## config.mk

```make
export PLATFORM = sky130hd
export DESIGN_NAME = crt_video_timing_controller_top
export DESIGN_NICKNAME = d
export VERILOG_FILES = /design/src/hw/rtl/crtvtc_pkg.sv /design/src/hw/rtl/crtvtc_engine.sv /design/src/hw/rtl/crt_video_timing_controller_top.sv
export SDC_FILE = /design/constraint.sdc
export NUM_CORES = 1
export LEC_CHECK = 0
export BUFFER_PORTS_ARGS = -buffer_cell sky130_fd_sc_hd__buf_2
export CAP_MARGIN = 20
export CORE_MARGIN = 5
export CORE_UTILIZATION = 45
export CTS_CLUSTER_DIAMETER = 150
export DETAILED_ROUTE_END_ITERATION = 8
export SYNTH_ARGS = -nofsm -noshare
export SYNTH_HDL_FRONTEND = slang
export SYNTH_HIERARCHICAL = 1
export SYNTH_SLANG_ARGS = --single-unit
```

## constraint.sdc

```tcl
create_clock -name aclk -period 15.2 [get_ports aclk]
set_clock_uncertainty 0.1 [all_clocks]
set_input_delay 0.76 -clock aclk [delete_from_list [all_inputs] [get_ports aclk]]
set_output_delay 0.76 -clock aclk [all_outputs]
set_load 0.05 [all_outputs]
```

## src/hw/rtl/crtvtc_pkg.sv

```systemverilog
// Package for the CRT video timing controller.
// Holds the command codes, register constants, write masks and the result record.
// No dependencies; used by crtvtc_engine and the top level.
package crtvtc_pkg;

    // Command carried in the input tuser field.
    typedef enum logic [1:0] {
        CMD_SELECT = 2'd0,
        CMD_WRITE  = 2'd1,
        CMD_READ   = 2'd2,
        CMD_TICK   = 2'd3
    } cmd_t;

    localparam int unsigned NUM_REGS = 18;
    localparam logic [4:0] LAST_REG       = 5'd17;
    localparam logic [4:0] FIRST_READABLE = 5'd14;
    localparam logic [4:0] MAX_SELECT     = 5'd31;
    localparam logic [7:0] ADDR_HIGH_MASK = 8'h3F;

    // Register indexes used by the timing logic.
    localparam int unsigned REG_H_TOTAL     = 0;
    localparam int unsigned REG_H_DISPLAYED = 1;
    localparam int unsigned REG_V_TOTAL     = 4;
    localparam int unsigned REG_V_ADJUST    = 5;
    localparam int unsigned REG_V_DISPLAYED = 6;
    localparam int unsigned REG_MAX_RASTER  = 9;
    localparam int unsigned REG_START_HI    = 12;
    localparam int unsigned REG_START_LO    = 13;
    localparam int unsigned REG_CURSOR_HI   = 14;
    localparam int unsigned REG_CURSOR_LO   = 15;
    localparam int unsigned REG_LIGHT_PEN_HI = 16;

    // Bits that each register keeps on a write.
    localparam logic [7:0] WRITE_MASK [NUM_REGS] = '{
        8'hFF, 8'hFF, 8'hFF, 8'hFF, 8'h7F, 8'h1F, 8'h7F, 8'h7F, 8'hF3,
        8'h1F, 8'h7F, 8'h1F, 8'h3F, 8'hFF, 8'h3F, 8'hFF, 8'h3F, 8'hFF
    };

    // Output tdata layout.
    localparam int unsigned M_TDATA_WIDTH = 80;

    // One result item, values after the command has taken effect.
    typedef struct packed {
        logic [7:0]  read_data;
        logic        display_enable;
        logic [13:0] display_start;
        logic [13:0] cursor_address;
        logic [7:0]  char_column;
        logic [4:0]  scan_row;
        logic [6:0]  text_row;
        logic        adjust_active;
        logic        frame_done;
        logic [15:0] frame_count;
    } result_t;

endpackage

```

## src/hw/rtl/crtvtc_engine.sv

```systemverilog
// Register file and character, raster and row counters of the timing controller.
// Applies one command per step and gives the resulting values combinationally.
// Depends on crtvtc_pkg.
module crtvtc_engine (
    input  logic                 aclk,
    input  logic                 aresetn,
    input  logic                 step,
    input  crtvtc_pkg::cmd_t     cmd,
    input  logic [7:0]           value,
    output crtvtc_pkg::result_t  result
);

    logic [7:0]  reg_file_reg  [crtvtc_pkg::NUM_REGS];
    logic [7:0]  reg_file_next [crtvtc_pkg::NUM_REGS];
    logic [4:0]  sel_reg, sel_next;
    logic [7:0]  col_reg, col_next;
    logic [4:0]  raster_reg, raster_next;
    logic [6:0]  row_reg, row_next;
    logic [5:0]  adj_cnt_reg, adj_cnt_next;
    logic        in_adj_reg, in_adj_next;
    logic [15:0] frames_reg, frames_next;
    logic [5:0]  adj_inc;
    logic [7:0]  rd_data;
    logic        done;

    // Next state for the command in hand.
    always_comb begin
        reg_file_next = reg_file_reg;
        sel_next      = sel_reg;
        col_next      = col_reg;
        raster_next   = raster_reg;
        row_next      = row_reg;
        adj_cnt_next  = adj_cnt_reg;
        in_adj_next   = in_adj_reg;
        frames_next   = frames_reg;
        rd_data       = 8'd0;
        done          = 1'b0;
        adj_inc       = adj_cnt_reg + 6'd1;
        case (cmd)
            crtvtc_pkg::CMD_SELECT: begin
                sel_next = (|value[7:5]) ? crtvtc_pkg::MAX_SELECT : value[4:0];
            end
            crtvtc_pkg::CMD_WRITE: begin
                if (sel_reg <= crtvtc_pkg::LAST_REG) begin
                    reg_file_next[sel_reg] = value & crtvtc_pkg::WRITE_MASK[sel_reg];
                end
            end
            crtvtc_pkg::CMD_READ: begin
                if (sel_reg >= crtvtc_pkg::FIRST_READABLE
                        && sel_reg <= crtvtc_pkg::LAST_REG) begin
                    rd_data = reg_file_reg[sel_reg];
                end
            end
            crtvtc_pkg::CMD_TICK: begin
                if (col_reg >= reg_file_reg[crtvtc_pkg::REG_H_TOTAL]) begin
                    // End of the scan line.
                    col_next = 8'd0;
                    if (in_adj_reg) begin
                        adj_cnt_next = adj_inc;
                        if ({2'b00, adj_inc} > reg_file_reg[crtvtc_pkg::REG_V_ADJUST]) begin
                            in_adj_next  = 1'b0;
                            adj_cnt_next = 6'd0;
                            row_next     = 7'd0;
                            raster_next  = 5'd0;
                            frames_next  = frames_reg + 16'd1;
                            done         = 1'b1;
                        end
                    end else if ({3'b000, raster_reg}
                            < reg_file_reg[crtvtc_pkg::REG_MAX_RASTER]) begin
                        raster_next = raster_reg + 5'd1;
                    end else begin
                        raster_next = 5'd0;
                        if ({1'b0, row_reg} < reg_file_reg[crtvtc_pkg::REG_V_TOTAL]) begin
                            row_next = row_reg + 7'd1;
                        end else if (reg_file_reg[crtvtc_pkg::REG_V_ADJUST] != 8'd0) begin
                            in_adj_next  = 1'b1;
                            adj_cnt_next = 6'd0;
                        end else begin
                            row_next    = 7'd0;
                            frames_next = frames_reg + 16'd1;
                            done        = 1'b1;
                        end
                    end
                end else begin
                    col_next = col_reg + 8'd1;
                end
            end
            default: begin
                sel_next = sel_reg;
            end
        endcase
    end

    // Result values seen after the command.
    always_comb begin
        result.read_data      = rd_data;
        result.display_enable =
            (col_next < reg_file_next[crtvtc_pkg::REG_H_DISPLAYED])
            && ({1'b0, row_next} < reg_file_next[crtvtc_pkg::REG_V_DISPLAYED])
            && !in_adj_next;
        result.display_start  =
            {reg_file_next[crtvtc_pkg::REG_START_HI][5:0],
             reg_file_next[crtvtc_pkg::REG_START_LO]};
        result.cursor_address =
            {reg_file_next[crtvtc_pkg::REG_CURSOR_HI][5:0],
             reg_file_next[crtvtc_pkg::REG_CURSOR_LO]};
        result.char_column    = col_next;
        result.scan_row       = raster_next;
        result.text_row       = row_next;
        result.adjust_active  = in_adj_next;
        result.frame_done     = done;
        result.frame_count    = frames_next;
    end

    // State registers advance once per step.
    always_ff @(posedge aclk) begin
        if (!aresetn) begin
            for (int i = 0; i < crtvtc_pkg::NUM_REGS; i++) begin
                reg_file_reg[i] <= 8'd0;
            end
            sel_reg     <= 5'd0;
            col_reg     <= 8'd0;
            raster_reg  <= 5'd0;
            row_reg     <= 7'd0;
            adj_cnt_reg <= 6'd0;
            in_adj_reg  <= 1'b0;
            frames_reg  <= 16'd0;
        end else if (step) begin
            reg_file_reg <= reg_file_next;
            sel_reg      <= sel_next;
            col_reg      <= col_next;
            raster_reg   <= raster_next;
            row_reg      <= row_next;
            adj_cnt_reg  <= adj_cnt_next;
            in_adj_reg   <= in_adj_next;
            frames_reg   <= frames_next;
        end
    end

endmodule

```

## src/hw/rtl/crt_video_timing_controller_top.sv

```systemverilog
// Top level of the CRT video timing controller: stream ports, input and result registers.
// Instantiates crtvtc_engine; depends on crtvtc_pkg.
//
//  Channel  | Direction | tdata                    | tuser    | tlast
//  s_       | in        | value                    | command  | -
//  m_       | out       | result fields, 80 bits   | -        | frame_done
//
// The engine applies each command in one step; one transfer per cycle is sustained while
// m_tready is high. From input transfer to result an item passes the input register, then
// the engine logic into the result register. The input register lets one transfer in while
// a result waits. Reset is synchronous and active low; it clears the valid flags and the
// engine state, not the payloads. A stalled result holds the input register, then s_tready falls.
module crt_video_timing_controller_top (
    input  logic        aclk,
    input  logic        aresetn,
    input  logic        s_tvalid,
    output logic        s_tready,
    input  logic [7:0]  s_tdata,   // [7:0] value
    input  logic [1:0]  s_tuser,   // [1:0] command
    output logic        m_tvalid,
    input  logic        m_tready,
    // [7:0] read_data, [8] display_enable, [22:9] display_start,
    // [36:23] cursor_address, [44:37] char_column, [49:45] scan_row,
    // [56:50] text_row, [57] adjust_active, [73:58] frame_count, [79:74] zero
    output logic [79:0] m_tdata,
    output logic        m_tlast    // frame_done
);

    logic               in_valid_reg, in_valid_next;
    crtvtc_pkg::cmd_t   in_cmd_reg;
    logic [7:0]         in_value_reg;
    logic               out_valid_reg, out_valid_next;
    logic [79:0]        out_data_reg;
    logic               out_last_reg;
    logic               advance;
    logic               s_xfer;
    crtvtc_pkg::result_t result;

    // Handshake: the held item moves on when the result register is free or emptying.
    assign advance  = in_valid_reg && (!out_valid_reg || m_tready);
    assign s_tready = !in_valid_reg || advance;
    assign s_xfer   = s_tvalid && s_tready;

    always_comb begin
        in_valid_next = in_valid_reg;
        if (s_xfer) begin
            in_valid_next = 1'b1;
        end else if (advance) begin
            in_valid_next = 1'b0;
        end
        out_valid_next = out_valid_reg;
        if (advance) begin
            out_valid_next = 1'b1;
        end else if (m_tready) begin
            out_valid_next = 1'b0;
        end
    end

    // Valid flags.
    always_ff @(posedge aclk) begin
        if (!aresetn) begin
            in_valid_reg  <= 1'b0;
            out_valid_reg <= 1'b0;
        end else begin
            in_valid_reg  <= in_valid_next;
            out_valid_reg <= out_valid_next;
        end
    end

    // Input register payload.
    always_ff @(posedge aclk) begin
        if (s_xfer) begin
            in_cmd_reg   <= crtvtc_pkg::cmd_t'(s_tuser);
            in_value_reg <= s_tdata;
        end
    end

    crtvtc_engine u_engine (
        .aclk    (aclk),
        .aresetn (aresetn),
        .step    (advance),
        .cmd     (in_cmd_reg),
        .value   (in_value_reg),
        .result  (result)
    );

    // Result register payload, packed lowest field first.
    always_ff @(posedge aclk) begin
        if (advance) begin
            out_data_reg <= {6'd0, result.frame_count, result.adjust_active,
                             result.text_row, result.scan_row, result.char_column,
                             result.cursor_address, result.display_start,
                             result.display_enable, result.read_data};
            out_last_reg <= result.frame_done;
        end
    end

    assign m_tvalid = out_valid_reg;
    assign m_tdata  = out_data_reg;
    assign m_tlast  = out_last_reg;

`ifndef NO_ASSERTIONS
    // A frame end always leaves the row and raster counters at zero, outside adjust.
    a_frame_end_counters: assert property (@(posedge aclk) disable iff (!aresetn)
        (m_tvalid && m_tlast) |-> (m_tdata[56:45] == 12'd0 && !m_tdata[57]))
        else $error("frame end with counters not cleared");

    // Display is never enabled during the vertical adjust lines.
    a_no_display_in_adjust: assert property (@(posedge aclk) disable iff (!aresetn)
        (m_tvalid && m_tdata[57]) |-> !m_tdata[8])
        else $error("display enabled during adjust");

    // An item leaving the input register always appears as a result next cycle.
    a_advance_gives_result: assert property (@(posedge aclk) disable iff (!aresetn)
        advance |=> m_tvalid)
        else $error("advanced item produced no result");

    // For an item without a frame end, the result register takes the engine's frame count.
    a_frame_count_step: assert property (@(posedge aclk) disable iff (!aresetn)
        (advance && !result.frame_done) |=> (out_data_reg[73:58] == $past(result.frame_count)))
        else $error("frame count changed without frame end");
`endif

endmodule

```

# Word-level counts from Yosys, hierarchy flattened
# Memories as Yosys holds them, arrays and structs flattened.
# Index checks and enable logic that the tools add are counted.
# op_classes
n_addsub,5
order_cmp,10
n_eq_ne,5
mux,53
bitwise_logic,2
reduce_logical,22
# op_table
op,count
136-bit two-way mux,2
144-bit bitwise mux,1
16-bit two-way mux,7
8-bit two-way mux,7
7-bit two-way mux,7
8-bit binary-select mux with 5-bit select,1
8-bit demux with 5-bit select,1
5-bit two-way mux,6
6-bit two-way mux,5
"16-bit by 1-bit adder with 16-bit output, second input constant",1
7-bit by 8-bit less-than comparator with 1-bit output,2
1-bit two-way mux,16
"8-bit by 1-bit adder with 8-bit output, second input constant",1
8-bit AND,1
8-bit greater-or-equal comparator,1
6-bit by 8-bit > comparator with 1-bit output,1
5-bit by 8-bit less-than comparator with 1-bit output,1
8-bit less-than comparator,1
8-bit nonzero test,1
"7-bit by 1-bit adder with 7-bit output, second input constant",1
"6-bit by 1-bit adder with 6-bit output, second input constant",1
"6-bit greater-or-equal comparator, second input constant",1
1-bit logical AND,6
"6-bit by 1-bit less-than comparator with 1-bit output, second input constant",1
other kinds (15),24
# word_totals
ff_bits,279
rom_bits,256
in_bits,14
output_inout_bits,83
elab_cells,132
memories,1
# mem_list
memory,depth,word_bits,rd,rd_clocked_by_memory_dff,wr,line_no,rtl
(name not given),32,8,1,0,0,crtvtc_engine.sv:45,reg_file_next[sel_reg] = value & crtvtc_pkg::WRITE_MASK[sel_reg];

# Logic depth before layout (Yosys ltp)
# Gate-level depths: netlist of run 1.
# depth
ltp_word,11
ltp_mapped,19
mapped_depth_nobuf,19

# Modules after synthesis
# Netlist of run 1, hierarchy kept.
# by_module_without_submodules
mod,n_inst,cells_per_inst,area_each_um2,seq_area_each_um2
crtvtc_engine,1,1022,8336.7,2862.7
crt_video_timing_controller_top,1,101,2705.1,2592.5

# Least setup slack after synthesis of run 1
# Ideal clock, no wire load.
# synth_path
path_kind,input-to-reg
start,in m_tready
end,reg u_engine.sel_reg[0]
setup_time_ns,0.119
arrival_time_ns,5.672
t_required_ns,14.981
setup_slack_ns,9.310
stages,7
path_buffers,1
cell_sequence,nor2b_4 > nor2b_1 > inv_1 > clkbuf_1 > nor3_1 > nand2_1 > o221a_2
# synth_between
elab_chain_len,3
# synth_lines
element,line_no,rtl
start: declaration,crt_video_timing_controller_top.sv:21,"input logic m_tready,"
1-bit logical OR,crt_video_timing_controller_top.sv:40,assign advance = in_valid_reg && (!out_valid_reg || m_tready);
1-bit logical AND,crt_video_timing_controller_top.sv:40,
via advance,crt_video_timing_controller_top.sv:35,logic advance;
2-bit AND reduction (no source line),--,
end signal: assignment,crtvtc_engine.sv:130,sel_reg <= sel_next;
end: declaration,crtvtc_engine.sv:15,"logic [4:0] sel_reg, sel_next;"
# The timed path passes the listed nets, and every way through them passes these cells.
# A chain may end at the register's enable or synchronous reset.

==> flow_summary.yaml, run 1 <==
status:
  status: "finished, final reports clean"
sta:
  worst_pin_slew_ns: 1.100
  slew_violations: 0
  rsz0062_at_grt: "false"
  fin_ws_ns: 10.38
  relSlewSlack: 0.2665
  tns_ns: 0
  fin_crit_sh: 0.3168
  setup_viol: 0
  max_freq_mhz: 207.7
  hold_viol_final: 0
  fin_crit_ns: 4.815
place:
  dp.cells: 1450
  portBuffers: 90
  hpwl_um: 16490
  place.gp.congestion: 0.8628
  place_ws_ns: 10.43
critical_path:
  crit_buf_inv: 0
  path_delay_family: "compound AO/OA/AOI/OAI gates"
  start_kind: "flop"
  r2r_slack_ns: 10.38
  path_max_fanout: 18
  worstSetupPathType: "flop to flop"
  critical_path_required_ns: 15.41
  worst-path-stages: 18
  endpoint: "m_tdata[8]"
  r2r_end: "m_tdata[8]"
  r2r-start: "u_engine/adj_cnt_reg[0]"
  worstPathArrival_ns: 5.02
  cp_cell_sequence: "ha_1, nand3_1, xnor2_1, ha_1, nand4_1, o22ai_1, a2111o_1, a211oi_4, a21bo_2, o21ai_0, ha_1, a21o_1, a21oi_1, o21ai_0, a21oi_1, a21oi_1, a211o_1, a2111oi_0"
  crit_path_max_incr_delay_ns: 0.73
  ff2ff_path_depth: 18
  crit_slowest_cell: "a211oi_4"
  crit_path_end_kind: "flop"
  cp-startpoint: "u_engine/adj_cnt_reg[0]"
floorplan:
  die_h_um: 166.6
  core-area_mm2: 0.02425
  io_pins: 97
  die_w_um: 166.6
  start_util: 0.4554
  placementRows: 57
  dieArea_mm2: 0.02777
cts:
  cts_resized: 0
  hold_buffers: 0
  cts_tree: "done"
  cts.path.max_buffers: 3
  cts.clk_slew.worst_paths_ns: 0.06
  post_cts_buffers: 0
  cts_root_buffer: "clkbuf_16"
  clk_latency_ns: 0.53
  htreeDepth: 1
  clock_sinks: 230
  cts_buffers: 26
synthesis:
  ys.flop_type: "dfxtp_1"
  synth_edf_count: 85
  synth_mux_area_frac: 0.09745
  async_reset_ff_frac: 0
  syn_avg_cell_area_um2: 9.832
  synth-xor-area-share: 0.02380
  synthCells: 1123
  synth_top_family_by_area: "simple AND/OR/NAND/NOR gates"
  synth_warnings: 6
  synth-seq-area-share: 0.4941
  syn_area_mm2: 0.01104
  synth_cell_type_count: 69
  synthSimpleGateAreaFrac: 0.1657
  synth_compound_area_frac: 0.1099
  synthAdderAreaFrac: 0.04873
  synth-seq-cells: 230
route:
  vias: 8069
  wl_um: 25060
  drc: 0
  viasPerCell: 5.387
  wl_per_cell_um: 16.73
  drt-pass1-iter-count: 5
  drt_iter0_markers: 570
  antenna_left: 0
global_route:
  grt_pass1_vias: 7601
  grt_pass1_wl_um: 40470
  overflow: 0
  grt_max_degree: 161
  antenna_found_initial: 0
  grt_util_all_layers: 0.1740
power_and_ir_drop:
  total_power_w: 0.001358
  ir_drop_mv: 0.07503
  pwr_density_cell_mw_per_mm2: 110.4
  p_leak_nw: 4.933
job:
  maxCapViolations: 0
final_layout:
  largest_register_ffs: 95
  syn_to_final_growth_pct: 11.45
  antennaDiodeCount: 0
  final_common_cell: "nor2_1"
  final_cell_mix: "nor2_1, dfxtp_1, buf_2, edfxtp_1"
  nets: 1211
  layout-drive-gt1-share: 0.1533
  fillCellCount: 2247
  stdcell_count: 1498
min_path:
  hp-class: "input port to flop"
Yosys cell counts, drive strengths merged (3+ instances only):
master	instances	share of area
or3	10	0.0057
nand2	77	0.026
nand4	11	0.0062
a21oi	70	0.032
clkbuf	61	0.021
ha	43	0.049
a22oi	3	0.0020
nand2b	8	0.0045
mux2	26	0.027
xor2	16	0.013
mux2i	76	0.069
nand3	40	0.018
nor3	30	0.014
and2	8	0.0045
buf	42	0.027
o21bai	3	0.0020
or4	4	0.0027
o31ai	6	0.0041
o21a	6	0.0041
nor4	4	0.0023
a211o	3	0.0024
o22ai	3	0.0017
o221a	5	0.0051
a22o	5	0.0040
xnor2	14	0.011
nor3b	4	0.0027
nor2	150	0.051
a211oi	20	0.015
nor2b	10	0.0063
o21ai	31	0.014
dfxtp	145	0.26
a31oi	8	0.0045
edfxtp	85	0.23
and3	21	0.012
a21o	5	0.0034
inv	37	0.013
nand3b	3	0.0032
and4	3	0.0024
power by group:
part / total, W / switching (W) / internal, W
clock network: 0.000588 / 0.000246 / 0.000342
registers: 0.000660 / 0.00000771 / 0.000653
logic: 0.000110 / 0.0000846 / 0.0000252
total: 0.00136 / 0.000339 / 0.00102
final cells by class:
type / count / area, um2 / share of cell area
tap: 324 / 405.4 / 0.03294
sequential: 230 / 5455 / 0.4433
multi-input combinational: 758 / 4950 / 0.4022
inverter: 37 / 140.1 / 0.01139
clock buffer: 31 / 690.7 / 0.05613
clock inverter: 17 / 118.9 / 0.009659
timing repair buffer: 101 / 545.5 / 0.04433
cells by family (layout without fill, tap and decap cells):
| kind of cell | count (synthesis) | count (layout) |
|---|---|---|
| buffers and inverters | 140 | 186 |
| adder cells (fa/ha/maj) | 43 | 43 |
| flip-flops | 230 | 230 |
| other | 1 | 6 |
| AO/OA/AOI/OAI | 188 | 188 |
| AND/OR/NAND/NOR | 388 | 388 |
| XOR/XNOR | 30 | 30 |
| multiplexers | 103 | 103 |
per-layer routing:
layer	routed length, um	share of wire	vias up	global-route usage
met3	1395	0.056	37	0.02892
met2	10860	0.43	211	0.2674
met1	12390	0.49	3800	0.2578
met4	412	0.016	0	0.04198
met5	0	0	-	0
li1	-	-	4021	-
worst min-delay path by stage:
stage                                     startpoint                         end  slack [ns]  depth (start not counted)
after floorplan           u_engine/reg_file_reg[137]  u_engine/reg_file_reg[137]        0.34                          2
after global placement    u_engine/reg_file_reg[137]  u_engine/reg_file_reg[137]        0.34                          2
after detailed placement  u_engine/reg_file_reg[143]  u_engine/reg_file_reg[143]        0.35                          2
after CTS                                 s_tdata[1]             in_value_reg[1]        0.28                          1
after global routing                      s_tdata[4]             in_value_reg[4]        0.28                          1
final                                     s_tdata[1]             in_value_reg[1]        0.30                          1
metrics by stage:
step	utilization	hold WS [ns]	area, um2
after global routing	0.5075	0.2811	12310
after detailed placement	0.4741	0.3490	11500
after CTS	0.5075	0.2804	12310
final	0.5075	0.3033	12310
after global placement	0.4741	0.3431	11500
after floorplan	-	0.3363	11060
Power figures use the tool's default switching activity.
==> inputs of run 2 (changes only) <==
PLACE_DENSITY = 0.65   (was unset)
clock period = 4.05 ns   (was 15.2 ns; I/O delays follow)
==> flow_summary.yaml, run 2 (synthesis results as in run 1) <==
status:
  status: "finished, final reports clean"
route:
  wl_um: 25870
  drc: 0
  top_layer: "met4"
  wl_met3_um: 1453
  wl_per_cell_um: 16.74
  dr_wl_met2_um: 11770
  drt_iter0_markers: 643
  antenna_left: 0
  drt-pass1-iter-count: 5
  wl_met1_um: 12210
  viasPerCell: 5.351
  vias: 8273
critical_path:
  r2r-start: "u_engine/adj_cnt_reg[0]"
  worstPathArrival_ns: 4.07
  r2r_slack_ns: 0.14
  ff2ff_path_depth: 16
  cp-startpoint: "u_engine/adj_cnt_reg[0]"
  start_kind: "flop"
  path_max_fanout: 4
  crit_path_end_kind: "flop"
  critical_path_required_ns: 4.20
  r2r_end: "m_tdata[8]"
  worstSetupPathType: "flop to flop"
sta:
  max_freq_mhz: 255.7
  fin_crit_ns: 3.911
  rsz0062_at_grt: "true"
  fin_crit_sh: 0.9656
  setup_viol: 0
  worst_pin_slew_ns: 0.9795
  relSlewSlack: 0.3470
  hold_viol_final: 0
  slew_violations: 0
global_route:
  grt_pass1_vias: 7936
  grt_max_degree: 90
  overflow: 0
  grt_util_all_layers: 0.1791
  antenna_found_initial: 0
  grt_pass1_wl_um: 41660
min_path:
  holdCritStartpoint: "aresetn"
  hold_depth: 2
  min_to: "m_tvalid"
  hp-class: "input port to flop"
floorplan:
  placementRows: 57
  dieArea_mm2: 0.02777
  die_w_um: 166.6
  core-area_mm2: 0.02425
  die_h_um: 166.6
  start_util: 0.4554
  io_pins: 97
power_and_ir_drop:
  ir_drop_mv: 0.2322
  p_leak_nw: 5.193
  pwr_density_cell_mw_per_mm2: 407.2
job:
  maxCapViolations: 0
final_layout:
  syn_to_final_growth_pct: 16.06
  final_common_cell: "nor2_1"
  antennaDiodeCount: 0
  utilization: 0.5285
  stdcell_count: 1546
  largest_register_ffs: 95
  nets: 1259
  final_cell_mix: "nor2_1, dfxtp_1, buf_2, edfxtp_1"
  layout-drive-gt1-share: 0.1866
place:
  hpwl_um: 17330
  place.gp.congestion: 0.8640
  dp.cells: 1479
  portBuffers: 90
cts:
  clk_latency_ns: 0.53
  cts.path.max_buffers: 3
  clock_sinks: 230
  cts_buffers: 26
  cts_root_buffer: "clkbuf_16"
  htreeDepth: 1
  cts.clk_slew.worst_paths_ns: 0.06
  cts_tree: "done"
==> run 2: cell types whose count changed in the layout (fill, tap and decap cells not counted), sizes merged <==
cell         before  now
buf             101  136
bufinv            1    2
clkbuf           31   38
clkinv           15    9
dlygate4sd3       0   13
inv              38   36
==> run 2: worst max path at each step <==
stage                     slack (ns)    endpoint  cells after the start
final                           0.14  m_tdata[8]                     16
after global routing           -0.06  m_tdata[8]                     18
after CTS                       0.02  m_tdata[8]                     17
after detailed placement       -0.02  m_tdata[8]                     17
after global placement          0.06  m_tdata[8]                     17
after floorplan                0.006  m_tdata[8]                     19
==> run 2: area by class of cell <==
cell class	instances	area (um2)
multi-input combinational	758	5017
tap	324	405.4
timing repair buffer	149	938.4
inverter	37	140.1
clock inverter	10	111.4
fill	2235	11430
clock buffer	38	737.0
sequential	230	5465
==> run 2: power breakdown <==
part           internal [W]  switching, W
sequential          0.00245     0.0000278
clock               0.00139      0.000910
combinational      0.000118      0.000326
total               0.00395       0.00126
==> run 2: per-stage QoR <==
stage          hold slack [ns]  area [um2]  setup slack, ns  power, W  TNS [ns]
2_1_floorplan           0.2014       11110         0.006051  0.002837         0
3_3_place_gp            0.2818       11750          0.06205  0.002950         0
3_5_place_dp            0.2807       11750         -0.01756  0.002955  -0.01756
4_1_cts                0.08925       12730          0.02446  0.005282         0
5_1_grt                 0.1300       12810         -0.06418  0.005419  -0.06418
6_report                0.1081       12810           0.1391  0.005218         0
==> run 2: metal layers <==
layer,vias to the layer above,global-route usage
met5,-,0
met4,0,0.04447
met3,36,0.02560
met2,199,0.2866
met1,3913,0.2573
li1,4125,-
==> run 2: critical path: stages, from the launching register on <==
cell,delay [ns]
dfxtp_4,0.38
ha_4,0.17
nand3_4,0.07
xnor2_2,0.15
ha_1,0.30
o21a_1,0.11
o22ai_1,0.07
a2111o_1,0.46
or3_1,0.36
a22oi_2,0.21
nor2_1,0.11
ha_1,0.33
buf_4,0.12
nand4_1,0.11
a211o_1,0.24
nor3_1,0.27
a2111oi_2,0.08
==> run 2: what timing repair did <==
action | in CTS | in global routing
resized for setup | 0 | 12
pin swaps | 1 | 18
endpoints found under the hold margin | 12 | 0
hold buffers | 13 | 0
buffers inserted | 0 | 6
endpoints found under the setup margin | 1 | 1
==> inputs of run 3 (changes only) <==
PLACE_DENSITY = unset   (was 0.65)
SETUP_SLACK_MARGIN = 0.3   (was unset)
SYNTH_HIERARCHICAL = unset   (was 1)
==> flow_summary.yaml, run 3 <==
place:
  portBuffers: 90
  placed_cell_area_mm2: 0.01454
  hpwl_um: 24960
  place_ws_ns: 0.06121
  place.gp.congestion: 0.8694
critical_path:
  r2r_slack_ns: 0.38
  worstSetupPathType: "flop to flop"
  path_max_fanout: 5
  crit_path_end_kind: "flop"
  start_kind: "flop"
  worstPathArrival_ns: 3.95
  crit_slowest_cell: "a2111o_1"
  worst-path-stages: 16
  crit_buf_inv: 2
  cp_cell_sequence: "inv_1, ha_1, nand2b_1, a2111o_1, a21o_1, nor4b_2, buf_4, a21oi_1, a31oi_2, ha_1, and4_1, nand3_1, a21oi_1, a211oi_2, o311ai_1, a211oi_1"
  critical_path_required_ns: 4.32
  ff2ff_path_depth: 16
  path_delay_family: "compound AO/OA/AOI/OAI gates"
  crit_path_max_incr_delay_ns: 0.43
sta:
  hold_viol_final: 0
  rsz0062_at_grt: "true"
  worst_pin_slew_ns: 0.9823
  fin_crit_sh: 0.9064
  max_freq_mhz: 272.4
  slew_violations: 0
  tns_ns: 0
  relSlewSlack: 0.3359
  fin_crit_ns: 3.671
  setup_viol: 0
  fin_ws_ns: 0.3790
final_layout:
  utilization: 0.5226
  regArea_mm2: 0.006450
  design_area_mm2: 0.01586
  fillCellCount: 2708
  nets: 1494
  syn_to_final_growth_pct: 15.66
  final_cell_mix: "dfxtp_1, nor2_1, nand2_1, mux2i_1, buf_2"
  layout-drive-gt1-share: 0.2049
  antennaDiodeCount: 0
  final_common_cell: "dfxtp_1"
  multi_input_area_mm2: 0.006847
  largest_register_ffs: 144
min_path:
  hp-class: "input port to flop"
  hold_depth: 2
synthesis:
  synth_warnings: 0
  synth_cell_type_count: 77
  synth_most_common_cell: "dfxtp_1"
  async_reset_ff_frac: 0
  yosys.area.top_type: "dfxtp_1"
  ys.flop_type: "dfxtp_1"
  synth_common_cells: "dfxtp_1, nor2_1, nand2_1"
  synth_area_leaders: "dfxtp_1, edfxtp_1, mux2i_1"
  synthCells: 1348
  syn_area_mm2: 0.01371
  synth-seq-cells: 279
  synth.top_cell.area_share: 0.2832
  synth-seq-area-share: 0.4693
  syn_avg_cell_area_um2: 10.17
  synth_edf_count: 85
route:
  wl_um: 36270
  vias: 10580
  antenna_left: 0
  wl_per_cell_um: 19.55
  drt_iter0_markers: 807
  drt-pass1-iter-count: 5
  drc: 0
  viasPerCell: 5.702
global_route:
  grt_pass1_wl_um: 56190
  antenna_found_initial: 0
  grt_pass1_vias: 9758
  grt_max_degree: 154
  grt_util_all_layers: 0.2072
  overflow: 0
floorplan:
  start_util: 0.4519
  dieArea_mm2: 0.03407
  die_w_um: 184.6
  placementRows: 64
  core-area_mm2: 0.03035
  io_pins: 97
  die_h_um: 184.6
cts:
  htreeDepth: 1
  cts_buffers: 30
  cts_root_buffer: "clkbuf_16"
  clk_latency_ns: 0.56
  cts.clk_slew.worst_paths_ns: 0.06
  cts_tree: "done"
  clock_sinks: 279
  cts.path.max_buffers: 3
status:
  status: "finished, final reports clean"
job:
  maxCapViolations: 0
power_and_ir_drop:
  pwr_density_cell_mw_per_mm2: 383.8
  p_leak_nw: 6.079
  ir_drop_mv: 0.3648
==> run 3: changes by cell type after synthesis, sizes merged, moves of 9 or more <==
cell   change
dfxtp     +49
nand2     +43
mux2i     +32
mux4      +31
or4       +13
o31ai     +12
xnor2     -11
a21oi      +9
==> run 3: worst paths after layout <==
path / from / to
worst max register to register: u_engine.col_reg[0] / m_tdata[8]
worst max-delay path: u_engine.col_reg[0] / m_tdata[8]
worst min-delay path: s_tdata[6] / in_value_reg[6]
worst min register to register: u_engine.reg_file_reg[47] / u_engine.reg_file_reg[47]
==> run 3: logic make-up (layout without fill, tap and decap cells) <==
group	after synthesis	count (layout)	share of synthesized area
and+or+nand+nor	465	465	0.1649
DFF	279	279	0.4693
AOI/OAI and AO/OA	225	225	0.1084
muxes	174	174	0.1593
buffers and inverters	135	241	0.04197
adders and majority gates	43	43	0.03923
xor gates and xnor gates	26	26	0.01660
other	1	6	0.0002734
==> run 3: layer usage <==
layer / wire, um / track usage / up-vias
met5: 0 / 0 / -
met4: 963 / 0.05856 / 0
met3: 2122 / 0.02664 / 56
met2: 16410 / 0.3222 / 332
met1: 16770 / 0.3048 / 5114
li1: - / - / 5075
==> run 3: power breakdown <==
| part | leakage (nW) | internal, W | switching [W] |
|---|---|---|---|
| clock network | 0.480 | 0.00157 | 0.00110 |
| logic | 3.23 | 0.000115 | 0.000349 |
| registers | 2.37 | 0.00293 | 0.0000321 |
==> run 3: layout make-up <==
| type | count | area share |
|---|---|---|
| Sequential cell | 279 | 0.4066 |
| Clock buffer | 44 | 0.05601 |
| Timing Repair Buffer | 152 | 0.06074 |
| Tap cell | 396 | 0.03124 |
| Clock inverter | 10 | 0.005127 |
| Multi-Input combinational cell | 939 | 0.4316 |
| Inverter | 35 | 0.008598 |
==> run 3: what timing repair did <==
item,in CTS,in global routing
hold buffers,14,0
setup buffers,8,3
pin swaps,7,11
setup endpoints to repair,1,2
cloned,0,0
hold endpoints to repair,19,0
resized for setup,18,13
==> run 3: worst reg2reg max path, cell delays in order, from the launching register on <==
cell	delay [ns]
dfxtp_1	0.33
inv_1	0.04
ha_1	0.27
nand2b_1	0.14
a2111o_1	0.43
a21o_1	0.26
nor4b_2	0.21
buf_4	0.18
a21oi_1	0.18
a31oi_2	0.07
ha_1	0.33
and4_1	0.20
nand3_1	0.11
a21oi_1	0.07
a211oi_2	0.20
o311ai_1	0.13
a211oi_1	0.23
==> run 3: through the flow <==
step / power (W) / std cells / hold slack [ns]
floorplan: 0.003340 / 1353 / 0.2014
global placement: 0.003466 / 1776 / 0.2804
detailed placement: 0.003470 / 1776 / 0.2806
CTS: 0.006156 / 1852 / 0.2284
global route: 0.006312 / 1855 / 0.2478
finish: 0.006087 / 1855 / 0.2560
